## config.mk

```make
export PLATFORM = sky130hd
export DESIGN_NAME = source_text_lexer_core
export DESIGN_NICKNAME = d
export VERILOG_FILES = /design/src/sv/stl_pkg.sv /design/src/sv/stl_class.sv /design/src/sv/stl_step.sv /design/src/sv/stl_res_fifo.sv /design/src/sv/source_text_lexer_core.sv
export SDC_FILE = /design/constraint.sdc
export NUM_CORES = 1
export LEC_CHECK = 0
export BUFFER_PORTS_ARGS = -buffer_cell sky130_fd_sc_hd__buf_2
export CORE_MARGIN = 3
export CORE_UTILIZATION = 37
export CTS_CLUSTER_DIAMETER = 80
export DETAILED_ROUTE_END_ITERATION = 10
export HOLD_SLACK_MARGIN = 0.03
export PLACE_DENSITY_LB_ADDON = 0.12
export SETUP_SLACK_MARGIN = 0.2
export SKIP_LAST_GASP = 1
export SYNTH_ARGS = -nofsm -noshare
export SYNTH_HDL_FRONTEND = slang
export SYNTH_SLANG_ARGS = --single-unit
```

## constraint.sdc

```tcl
create_clock -name clk -period 6.8 [get_ports clk]
set_clock_uncertainty 0.2 [all_clocks]
set_input_delay 1.36 -clock clk [delete_from_list [all_inputs] [get_ports clk]]
set_output_delay 1.36 -clock clk [all_outputs]
set_load 0.005 [all_outputs]
```

## src/sv/stl_pkg.sv

```systemverilog
`timescale 1ns / 1ps
// ----------------------------------------------------------------------------
// stl_pkg
// Shared constants, codes and types for the source text lexer.
// ----------------------------------------------------------------------------
package stl_pkg;

  // default widths
  localparam int POSITION_BITS_DEF = 16;
  localparam int LENGTH_BITS_DEF   = 8;

  // result queue
  localparam int QUEUE_DEPTH = 4;
  localparam int QPTR_BITS   = $clog2(QUEUE_DEPTH);
  localparam int QCNT_BITS   = $clog2(QUEUE_DEPTH + 1);

  // lexer modes
  localparam logic [2:0] M_IDLE = 3'd0;
  localparam logic [2:0] M_INT  = 3'd1;
  localparam logic [2:0] M_WORD = 3'd2;
  localparam logic [2:0] M_EQ   = 3'd3;
  localparam logic [2:0] M_BANG = 3'd4;
  localparam logic [2:0] M_GT   = 3'd5;
  localparam logic [2:0] M_LT   = 3'd6;

  // token kinds
  localparam logic [4:0] K_INT    = 5'd0;
  localparam logic [4:0] K_IDENT  = 5'd1;
  localparam logic [4:0] K_EXIT   = 5'd2;
  localparam logic [4:0] K_LET    = 5'd3;
  localparam logic [4:0] K_IF     = 5'd4;
  localparam logic [4:0] K_ELSE   = 5'd5;
  localparam logic [4:0] K_STAR   = 5'd6;
  localparam logic [4:0] K_SLASH  = 5'd7;
  localparam logic [4:0] K_PLUS   = 5'd8;
  localparam logic [4:0] K_MINUS  = 5'd9;
  localparam logic [4:0] K_SEMI   = 5'd10;
  localparam logic [4:0] K_LPAREN = 5'd11;
  localparam logic [4:0] K_RPAREN = 5'd12;
  localparam logic [4:0] K_ASSIGN = 5'd13;
  localparam logic [4:0] K_EQEQ   = 5'd14;
  localparam logic [4:0] K_NEQ    = 5'd15;
  localparam logic [4:0] K_GT     = 5'd16;
  localparam logic [4:0] K_GE     = 5'd17;
  localparam logic [4:0] K_LT     = 5'd18;
  localparam logic [4:0] K_LE     = 5'd19;
  localparam logic [4:0] K_LBRACE = 5'd20;
  localparam logic [4:0] K_RBRACE = 5'd21;
  localparam logic [4:0] K_EOF    = 5'd22;
  localparam logic [4:0] K_BAD    = 5'd23;
  localparam logic [4:0] K_BANG   = 5'd24;

  // character codes
  localparam logic [7:0] CH_NUL    = 8'h00;
  localparam logic [7:0] CH_TAB    = 8'h09;
  localparam logic [7:0] CH_CR     = 8'h0d;
  localparam logic [7:0] CH_SPACE  = 8'h20;
  localparam logic [7:0] CH_BANG   = 8'h21;
  localparam logic [7:0] CH_LPAREN = 8'h28;
  localparam logic [7:0] CH_RPAREN = 8'h29;
  localparam logic [7:0] CH_STAR   = 8'h2a;
  localparam logic [7:0] CH_PLUS   = 8'h2b;
  localparam logic [7:0] CH_MINUS  = 8'h2d;
  localparam logic [7:0] CH_SLASH  = 8'h2f;
  localparam logic [7:0] CH_0      = 8'h30;
  localparam logic [7:0] CH_9      = 8'h39;
  localparam logic [7:0] CH_SEMI   = 8'h3b;
  localparam logic [7:0] CH_LT     = 8'h3c;
  localparam logic [7:0] CH_EQ     = 8'h3d;
  localparam logic [7:0] CH_GT     = 8'h3e;
  localparam logic [7:0] CH_UA     = 8'h41;
  localparam logic [7:0] CH_UZ     = 8'h5a;
  localparam logic [7:0] CH_LA     = 8'h61;
  localparam logic [7:0] CH_LZ     = 8'h7a;
  localparam logic [7:0] CH_LBRACE = 8'h7b;
  localparam logic [7:0] CH_RBRACE = 8'h7d;

  // keyword prefixes, first letter in the low byte
  localparam logic [31:0] KW_EXIT = 32'h7469_7865;
  localparam logic [31:0] KW_LET  = 32'h0074_656c;
  localparam logic [31:0] KW_IF   = 32'h0000_6669;
  localparam logic [31:0] KW_ELSE = 32'h6573_6c65;

  // decoded character class
  typedef struct packed {
    logic       is_space;
    logic       is_digit;
    logic       is_alpha;
    logic       is_hold;     // operator that may pair with a following '='
    logic [2:0] hold_mode;
    logic       is_single;   // gives a one-byte token at once
    logic [4:0] single_kind;
  } char_class_t;

endpackage

```

## src/sv/stl_class.sv

```systemverilog
`timescale 1ns / 1ps
// ----------------------------------------------------------------------------
// stl_class
// Character class decode for one source byte.
// ----------------------------------------------------------------------------
module stl_class
  import stl_pkg::*;
(
  input  logic [7:0]  char_code,
  output char_class_t cls
);

  always_comb begin
    cls             = '0;
    cls.hold_mode   = M_IDLE;
    cls.single_kind = K_BAD;
    cls.is_space    = (char_code == CH_SPACE) ||
                      (char_code >= CH_TAB && char_code <= CH_CR);
    cls.is_digit    = (char_code >= CH_0 && char_code <= CH_9);
    cls.is_alpha    = (char_code >= CH_UA && char_code <= CH_UZ) ||
                      (char_code >= CH_LA && char_code <= CH_LZ);
    // operators and brackets
    if (!cls.is_space && !cls.is_digit && !cls.is_alpha) begin
      unique case (char_code)
        CH_EQ:     begin cls.is_hold = 1'b1; cls.hold_mode = M_EQ;   end
        CH_BANG:   begin cls.is_hold = 1'b1; cls.hold_mode = M_BANG; end
        CH_GT:     begin cls.is_hold = 1'b1; cls.hold_mode = M_GT;   end
        CH_LT:     begin cls.is_hold = 1'b1; cls.hold_mode = M_LT;   end
        CH_STAR:   begin cls.is_single = 1'b1; cls.single_kind = K_STAR;   end
        CH_SLASH:  begin cls.is_single = 1'b1; cls.single_kind = K_SLASH;  end
        CH_PLUS:   begin cls.is_single = 1'b1; cls.single_kind = K_PLUS;   end
        CH_MINUS:  begin cls.is_single = 1'b1; cls.single_kind = K_MINUS;  end
        CH_SEMI:   begin cls.is_single = 1'b1; cls.single_kind = K_SEMI;   end
        CH_LPAREN: begin cls.is_single = 1'b1; cls.single_kind = K_LPAREN; end
        CH_RPAREN: begin cls.is_single = 1'b1; cls.single_kind = K_RPAREN; end
        CH_LBRACE: begin cls.is_single = 1'b1; cls.single_kind = K_LBRACE; end
        CH_RBRACE: begin cls.is_single = 1'b1; cls.single_kind = K_RBRACE; end
        default:   begin cls.is_single = 1'b1; cls.single_kind = K_BAD;    end
      endcase
    end
  end

endmodule

```

## src/sv/stl_step.sv

```systemverilog
`timescale 1ns / 1ps
// ----------------------------------------------------------------------------
// stl_step
// Lexer state registers and per-beat token logic; gives up to two results.
// ----------------------------------------------------------------------------
module stl_step
  import stl_pkg::*;
#(
  parameter int POSITION_BITS = POSITION_BITS_DEF,
  parameter int LENGTH_BITS   = LENGTH_BITS_DEF,
  localparam int RES_W        = 5 + POSITION_BITS + LENGTH_BITS + 1
) (
  input  logic             clk,
  input  logic             rst,
  input  logic             accept,
  input  logic             in_end,
  input  logic [7:0]       char_code,
  input  char_class_t      cls,
  output logic [1:0]       res_cnt,
  output logic [RES_W-1:0] res0,     // last, length, start, kind
  output logic [RES_W-1:0] res1
);

  localparam logic [POSITION_BITS-1:0] POS_MAX = '1;
  localparam logic [LENGTH_BITS-1:0]   LEN_MAX = '1;

  logic [2:0]               mode, mode_next;
  logic [POSITION_BITS-1:0] pos, pos_next;
  logic [POSITION_BITS-1:0] pstart, pstart_next;
  logic [LENGTH_BITS-1:0]   plen, plen_next;
  logic [31:0]              prefix, prefix_next;

  logic                     flush_vld;
  logic [4:0]               flush_kind;
  logic [4:0]               word_kind;
  logic [4:0]               pair_kind;
  logic [POSITION_BITS-1:0] pos_inc;
  logic [LENGTH_BITS-1:0]   plen_inc;
  logic [31:0]              prefix_add;

  logic                     a_vld, b_vld;
  logic [4:0]               a_kind, b_kind;
  logic [POSITION_BITS-1:0] a_start, b_start;
  logic [LENGTH_BITS-1:0]   a_len, b_len;

  // saturating counters
  assign pos_inc  = (pos == POS_MAX) ? pos : pos + 1'b1;
  assign plen_inc = (plen == LEN_MAX) ? plen : plen + 1'b1;

  // keyword match on kept prefix plus length
  always_comb begin
    priority if (plen == LENGTH_BITS'(4) && prefix == KW_EXIT) word_kind = K_EXIT;
    else if (plen == LENGTH_BITS'(3) && prefix == KW_LET)      word_kind = K_LET;
    else if (plen == LENGTH_BITS'(2) && prefix == KW_IF)       word_kind = K_IF;
    else if (plen == LENGTH_BITS'(4) && prefix == KW_ELSE)     word_kind = K_ELSE;
    else                                                       word_kind = K_IDENT;
  end

  // kind of the held token when it is flushed
  always_comb begin
    flush_vld  = 1'b1;
    flush_kind = K_INT;
    unique case (mode)
      M_INT:   flush_kind = K_INT;
      M_WORD:  flush_kind = word_kind;
      M_EQ:    flush_kind = K_ASSIGN;
      M_BANG:  flush_kind = K_BANG;
      M_GT:    flush_kind = K_GT;
      M_LT:    flush_kind = K_LT;
      default: flush_vld  = 1'b0;
    endcase
  end

  // two-byte operator kind
  always_comb begin
    unique case (mode)
      M_EQ:    pair_kind = K_EQEQ;
      M_BANG:  pair_kind = K_NEQ;
      M_GT:    pair_kind = K_GE;
      default: pair_kind = K_LE;
    endcase
  end

  // next letter into the word prefix
  always_comb begin
    prefix_add = '0;
    unique case (plen[1:0])
      2'd1:    prefix_add = {16'h0, char_code, 8'h0};
      2'd2:    prefix_add = {8'h0, char_code, 16'h0};
      2'd3:    prefix_add = {char_code, 24'h0};
      default: prefix_add = '0;
    endcase
  end

  // token step
  always_comb begin
    mode_next   = mode;
    pos_next    = pos;
    pstart_next = pstart;
    plen_next   = plen;
    prefix_next = prefix;
    a_vld       = 1'b0;
    a_kind      = flush_kind;
    a_start     = pstart;
    a_len       = plen;
    b_vld       = 1'b0;
    b_kind      = cls.single_kind;
    b_start     = pos;
    b_len       = LENGTH_BITS'(1);
    if (accept) begin
      priority if (in_end || char_code == CH_NUL) begin
        // flush, end of file, back to reset state
        a_vld       = flush_vld;
        b_vld       = 1'b1;
        b_kind      = K_EOF;
        b_len       = '0;
        mode_next   = M_IDLE;
        pos_next    = '0;
        pstart_next = '0;
        plen_next   = '0;
        prefix_next = '0;
      end else if ((mode == M_INT && cls.is_digit) ||
                   (mode == M_WORD && cls.is_alpha)) begin
        // token keeps growing
        if (mode == M_WORD && plen < LENGTH_BITS'(4)) begin
          prefix_next = prefix | prefix_add;
        end
        plen_next = plen_inc;
        pos_next  = pos_inc;
      end else if ((mode == M_EQ || mode == M_BANG || mode == M_GT || mode == M_LT) &&
                   char_code == CH_EQ) begin
        // two-byte operator
        a_vld     = 1'b1;
        a_kind    = pair_kind;
        a_len     = LENGTH_BITS'(2);
        mode_next = M_IDLE;
        pos_next  = pos_inc;
      end else begin
        // flush whatever is held, then start on this byte
        a_vld     = flush_vld;
        mode_next = M_IDLE;
        pos_next  = pos_inc;
        if (cls.is_digit) begin
          mode_next   = M_INT;
          pstart_next = pos;
          plen_next   = LENGTH_BITS'(1);
        end else if (cls.is_alpha) begin
          mode_next   = M_WORD;
          pstart_next = pos;
          plen_next   = LENGTH_BITS'(1);
          prefix_next = {24'h0, char_code};
        end else if (cls.is_hold) begin
          mode_next   = cls.hold_mode;
          pstart_next = pos;
          plen_next   = LENGTH_BITS'(1);
        end else if (cls.is_single) begin
          b_vld = 1'b1;
        end
      end
    end
  end

  // pack results in order, last on the final one
  always_comb begin
    res_cnt = {1'b0, a_vld} + {1'b0, b_vld};
    res0    = a_vld ? {~b_vld, a_len, a_start, a_kind} : {1'b1, b_len, b_start, b_kind};
    res1    = {1'b1, b_len, b_start, b_kind};
  end

  // state registers
  always_ff @(posedge clk) begin
    if (rst) begin
      mode   <= M_IDLE;
      pos    <= '0;
      pstart <= '0;
      plen   <= '0;
      prefix <= '0;
    end else begin
      mode   <= mode_next;
      pos    <= pos_next;
      pstart <= pstart_next;
      plen   <= plen_next;
      prefix <= prefix_next;
    end
  end

endmodule

```

## src/sv/stl_res_fifo.sv

```systemverilog
`timescale 1ns / 1ps
// ----------------------------------------------------------------------------
// stl_res_fifo
// Small result queue: up to two results in a cycle, one out per ready cycle.
// ----------------------------------------------------------------------------
module stl_res_fifo
  import stl_pkg::*;
#(
  parameter int WIDTH = 30
) (
  input  logic             clk,
  input  logic             rst,
  input  logic [1:0]       push_cnt,
  input  logic [WIDTH-1:0] din0,
  input  logic [WIDTH-1:0] din1,
  output logic             has_room,   // room for two more entries
  output logic             out_valid,
  input  logic             out_ready,
  output logic [WIDTH-1:0] dout
);

  logic [WIDTH-1:0]     mem [QUEUE_DEPTH];
  logic [QPTR_BITS-1:0] wr_ptr, rd_ptr;
  logic [QCNT_BITS-1:0] count, count_next;
  logic                 pop;

  assign out_valid = (count != '0);
  assign has_room  = (count <= QCNT_BITS'(QUEUE_DEPTH - 2));
  assign pop       = out_valid && out_ready;
  assign dout      = mem[rd_ptr];

  assign count_next = count + QCNT_BITS'(push_cnt) - QCNT_BITS'(pop);

  // entry storage
  always_ff @(posedge clk) begin
    if (push_cnt != 2'd0) begin
      mem[wr_ptr] <= din0;
    end
    if (push_cnt == 2'd2) begin
      mem[wr_ptr + 1'b1] <= din1;
    end
  end

  // pointers and fill count
  always_ff @(posedge clk) begin
    if (rst) begin
      wr_ptr <= '0;
      rd_ptr <= '0;
      count  <= '0;
    end else begin
      wr_ptr <= wr_ptr + QPTR_BITS'(push_cnt);
      rd_ptr <= rd_ptr + QPTR_BITS'(pop);
      count  <= count_next;
    end
  end

endmodule

```

## src/sv/source_text_lexer_core.sv

```systemverilog
`timescale 1ns / 1ps
// ----------------------------------------------------------------------------
// source_text_lexer_core
// Byte-stream lexer: source bytes in, tokens (kind, start, length) out.
// ----------------------------------------------------------------------------
// Usage:
//   Slave side takes one source byte per beat: s_tdata holds the byte,
//   s_tuser is 1 for an end-of-input beat (a zero byte acts the same).
//   Master side gives one token per beat; m_tlast marks the final token
//   caused by an input beat. An end beat flushes any held token, gives an
//   eof token (length 0) and returns the lexer to its reset state.
//   A token is formed combinationally from the beat that completes it and
//   written into the result queue. Input takes one byte per cycle while
//   each byte gives at most one token and m_tready stays high; a byte that
//   gives two tokens occupies the output for two beats. The byte decode and
//   the token step are combinational logic; results go into a four-entry
//   queue, and s_tready is high while that queue has room for two entries.
//   Reset (rst, synchronous) clears the lexer state and empties the queue.
//   When the receiver stalls, tokens wait in the queue and input keeps
//   flowing until the queue holds more than two entries.
// ----------------------------------------------------------------------------
module source_text_lexer_core
  import stl_pkg::*;
#(
  parameter int POSITION_BITS = POSITION_BITS_DEF,
  parameter int LENGTH_BITS   = LENGTH_BITS_DEF,
  localparam int TOK_BITS     = 5 + POSITION_BITS + LENGTH_BITS,
  localparam int OUT_W        = ((TOK_BITS + 7) / 8) * 8
) (
  input  logic             clk,
  input  logic             rst,
  input  logic             s_tvalid,
  output logic             s_tready,
  input  logic [7:0]       s_tdata,   // [7:0] char_code
  input  logic             s_tuser,   // [0] kind (end of input)
  output logic             m_tvalid,
  input  logic             m_tready,
  output logic [OUT_W-1:0] m_tdata,   // token_kind, token_start, token_length, zero fill
  output logic             m_tlast
);

  localparam int RES_W = TOK_BITS + 1;

  char_class_t      cls;
  logic             accept;
  logic [1:0]       res_cnt;
  logic [RES_W-1:0] res0, res1;
  logic             has_room;
  logic [RES_W-1:0] entry;

  assign s_tready = has_room;
  assign accept   = s_tvalid && s_tready;

  // byte decode
  stl_class u_class (
    .char_code (s_tdata),
    .cls       (cls)
  );

  // lexer state and token step
  stl_step #(
    .POSITION_BITS (POSITION_BITS),
    .LENGTH_BITS   (LENGTH_BITS)
  ) u_step (
    .clk       (clk),
    .rst       (rst),
    .accept    (accept),
    .in_end    (s_tuser),
    .char_code (s_tdata),
    .cls       (cls),
    .res_cnt   (res_cnt),
    .res0      (res0),
    .res1      (res1)
  );

  // result queue
  stl_res_fifo #(
    .WIDTH (RES_W)
  ) u_fifo (
    .clk       (clk),
    .rst       (rst),
    .push_cnt  (res_cnt),
    .din0      (res0),
    .din1      (res1),
    .has_room  (has_room),
    .out_valid (m_tvalid),
    .out_ready (m_tready),
    .dout      (entry)
  );

  // output beat
  assign m_tdata = OUT_W'(entry[TOK_BITS-1:0]);
  assign m_tlast = entry[RES_W-1];

endmodule

```

==> impl_metrics.json <==
{
  "fin_nets": 906,
  "tns_ps": 0,
  "slew_headroom_pct": 22.8,
  "worst-path-buf-inv": 4,
  "synthCells": 868,
  "rows": 58,
  "ys_top_cells_by_area": "edfxtp_1 27%, dfxtp_1 24%, a22o_1 11%, mux4_2 7.0%, nor2_1 2.7%",
  "htreeDepth": 1,
  "setup_viol_count_final": 0,
  "clockBufferDepth": 3,
  "wl_per_cell_um": 21.5,
  "wl_met1_um": 12300,
  "drc": 0,
  "wl_met2_um": 11700,
  "rsz0062_at_grt": "no",
  "setup.worst_path.end_class": "flip-flop",
  "power_per_cell_area_nw_per_um2": 304,
  "cts_setup_buffers": 0,
  "cp.depth": 11,
  "routed_wl_um": 26300,
  "crit_fanout": 24,
  "r2r-end": "u_fifo.mem[0][3]$_DFFE_PP_",
  "drtIter0Drc": 748,
  "ys.warnings.count": 0,
  "crit_path_top_delay_cell": "or4_1",
  "synth_seq_area_share_pct": 50.9,
  "die_w_um": 168,
  "finalMaxSlewViolations": 0,
  "fmax_ghz": 0.191,
  "fin_crit_ps": 5250,
  "hold_buffers": 0,
  "antenna_left": 0,
  "min_path_type": "reg2reg",
  "grt_max_degree": 32,
  "cts_tree": "yes",
  "vias_per_cell": 6.00,
  "top_layer": "met4",
  "cp.arrival_ps": 5250,
  "synth_edf_count": 88,
  "crit_start": "s_tdata[1]",
  "vdd_drop_max_mv": 0.220,
  "grt_pass1_vias": 7168,
  "synth.largest_area_cell": "edfxtp_1",
  "dp_hpwl_um": 17500,
  "regArea_sq_um": 4930,
  "syn_area_sq_um": 9680,
  "cts-root-buf": "clkbuf_16",
  "port_buffers": 44,
  "hold_viol": 0,
  "nFillCells": 2367,
  "die_area_sq_um": 28100,
  "area_growth_pct": 12.6,
  "tightest_slew_ps": 1160,
  "insertedDiodeCount": 0,
  "insertion_delay_ps": 510,
  "path_clk_slew_ps": 60,
  "synth_top_area_share_pct": 27.3,
  "grt_pass1_wl_um": 41600,
  "drv_cap": 0,
  "floorplan.initialDensity_pct": 38.0,
  "wl_met3_um": 1890,
  "vias": 7359,
  "crit_end": "u_fifo.mem[0][3]$_DFFE_PP_",
  "synth-seq-cells": 202,
  "r2r_cells": 10,
  "drive_above_1_share_pct": 15.5,
  "track_usage_pct": 18.4,
  "synth_cell_types": 70,
  "critPathLaunchType": "input pin",
  "cp_top_family": "simple AND/OR/NAND/NOR gates",
  "outcome": "complete, no violations",
  "cts-resized-gates": 0,
  "rrSetupSlack_ps": 2420,
  "coreArea_sq_um": 25500,
  "syn_area_per_cell_sq_um": 11.2,
  "reg2reg_from": "u_fifo.count[1]$_SDFF_PP0_",
  "cts.sinks": 202,
  "async_reset_ff_share_pct": 0,
  "multi_input_area_sq_um": 4390,
  "cp.required_ps": 6800,
  "numCtsBuffers": 23,
  "fp.dieH_um": 168,
  "cp_cell_sequence": "buf_2 -> or4_1 -> o22a_1 -> a221oi_2 -> and3_1 -> inv_4 -> ha_1 -> or3_1 -> and2_1 -> inv_1 -> buf_4",
  "first_pass_iters": 6,
  "path_class": "in2reg",
  "place_ws_ps": 1040,
  "worst_slack_ps": 1550,
  "grt.overflow.total": 0,
  "leakage_nw": 3.84,
  "cp_slowest_stage_delay_ps": 580,
  "synthFlopType": "dfxtp_1",
  "place.gp.congestion": 0.918,
  "post-route-period-util_pct": 77.2,
  "pin_count": 48,
  "antenna_found_initial": 0
}
synth_stat cells (3+ instances only):
| library cell | number |
|---|---|
| and2_1 | 9 |
| dfxtp_1 | 114 |
| nor2_1 | 69 |
| and4b_1 | 4 |
| a211oi_1 | 4 |
| buf_2 | 6 |
| edfxtp_1 | 88 |
| a32oi_1 | 3 |
| xor2_1 | 10 |
| xnor2_1 | 8 |
| mux4_2 | 30 |
| o21ai_0 | 18 |
| nor2b_1 | 20 |
| nor4b_1 | 4 |
| a31oi_1 | 14 |
| a32o_1 | 4 |
| nand3b_1 | 8 |
| o21ai_1 | 3 |
| a22oi_1 | 4 |
| buf_4 | 3 |
| nor3_1 | 12 |
| a21oi_1 | 29 |
| clkbuf_1 | 59 |
| ha_1 | 13 |
| and3_1 | 7 |
| nor3b_1 | 4 |
| a22o_1 | 118 |
| inv_1 | 15 |
| nand2_1 | 31 |
| mux2i_1 | 4 |
| nand2b_1 | 4 |
| o21a_1 | 5 |
| nand3_1 | 24 |
| nand4_1 | 15 |
| o31ai_1 | 5 |
| nor4_1 | 10 |
| or3_1 | 10 |
| nor4bb_1 | 5 |
| and4_1 | 5 |
| buf_1 | 8 |
| o22ai_1 | 24 |
| nand4b_1 | 3 |
| mux2_2 | 3 |
cells by family (layout without fill, tap and decap cells):
kind of cell	Yosys count	in the layout	share of synthesized area, %
flip-flops	202	202	50.9
other	1	3	0.0387
AO/OA/AOI/OAI	248	248	19.4
XOR/XNOR	18	18	1.63
buffers and inverters	93	119	3.90
adder cells (fa/ha/maj)	14	14	1.89
multiplexers	37	37	7.74
AND/OR/NAND/NOR	255	255	14.5
through the flow:
stage / std cells / instance area [sq um] / util, % / power, mW / hold WS, ps
after floorplan: 870 / 9690 / - / 1.87 / 218
after global placement: 1184 / 10100 / 39.8 / 2.11 / 242
after detailed placement: 1184 / 10100 / 39.8 / 2.12 / 245
after CTS: 1226 / 10900 / 42.8 / 3.36 / 258
after global routing: 1226 / 10900 / 42.8 / 3.48 / 267
final: 1226 / 10900 / 42.8 / 3.32 / 254
area by class of cell:
cell class / instances / share of cell area [%]
clock inverter: 7 / 0.850
inverter: 16 / 0.574
timing repair buffer: 61 / 3.19
clock buffer: 35 / 6.15
tap: 330 / 3.79
sequential: 202 / 45.2
multi-input combinational: 575 / 40.2
metal layers:
layer,GRT usage (%),up-vias
li1,-,3397
met1,27.6,3628
met2,28.0,295
met3,2.88,39
met4,4.16,0
met5,0,-
worst reg2reg max path: stages (launching register included):
cell and delay (ps):
dfxtp_1 320, a21oi_1 470, nand2_1 300, a221oi_2 340
and3_1 510, inv_4 120, ha_1 280, or3_1 460
and2_1 290, inv_1 460, buf_4 320
registers in the layout, summed over array words and instances (netlist names):
signal,flops
u_fifo.count,3
u_step.prefix,32
u_step.b_start,16
u_fifo.mem,120
u_step.mode,3
u_step.a_start,16
u_fifo.rd_ptr,2
u_step.plen,8
u_fifo.wr_ptr,2
where the power goes:
group / switching, mW / internal (mW)
registers: 0.0459 / 1.38
clock network: 0.483 / 0.755
logic: 0.382 / 0.274
total: 0.911 / 2.41
how the worst min path moves through the flow:
| stage | depth (start not counted) | end | from |
|---|---|---|---|
| after floorplan | 1 | u_step.prefix[6]$_SDFFE_PP0P_ | u_step.prefix[6]$_SDFFE_PP0P_ |
| after detailed placement | 1 | u_step.prefix[6]$_SDFFE_PP0P_ | u_step.prefix[6]$_SDFFE_PP0P_ |
| after global placement | 1 | u_step.prefix[6]$_SDFFE_PP0P_ | u_step.prefix[6]$_SDFFE_PP0P_ |
| final | 1 | u_step.prefix[6]$_SDFFE_PP0P_ | u_step.prefix[6]$_SDFFE_PP0P_ |
| after CTS | 1 | u_step.prefix[6]$_SDFFE_PP0P_ | u_step.prefix[6]$_SDFFE_PP0P_ |
| after global routing | 1 | u_step.prefix[6]$_SDFFE_PP0P_ | u_step.prefix[6]$_SDFFE_PP0P_ |
cell usage in the layout (no fill, tap or decap), types with 9 or more instances in the layout:
cell type | netlist | layout
xor2_1 | 10 | 10
or3_1 | 10 | 10
and2_1 | 9 | 9
inv_1 | 15 | 15
buf_4 | 3 | 17
nor4_1 | 10 | 10
nand2_1 | 31 | 31
ha_1 | 13 | 13
buf_2 | 6 | 44
o21ai_0 | 18 | 18
mux4_2 | 30 | 30
dfxtp_1 | 114 | 113
o22ai_1 | 24 | 24
a22o_1 | 118 | 118
nand3_1 | 24 | 24
a21oi_1 | 29 | 29
edfxtp_1 | 88 | 88
nand4_1 | 15 | 15
nor3_1 | 12 | 12
a31oi_1 | 14 | 14
nor2_1 | 69 | 68
clkbuf_16 | 0 | 23
nor2b_1 | 20 | 20
Power figures use the tool's default switching activity.
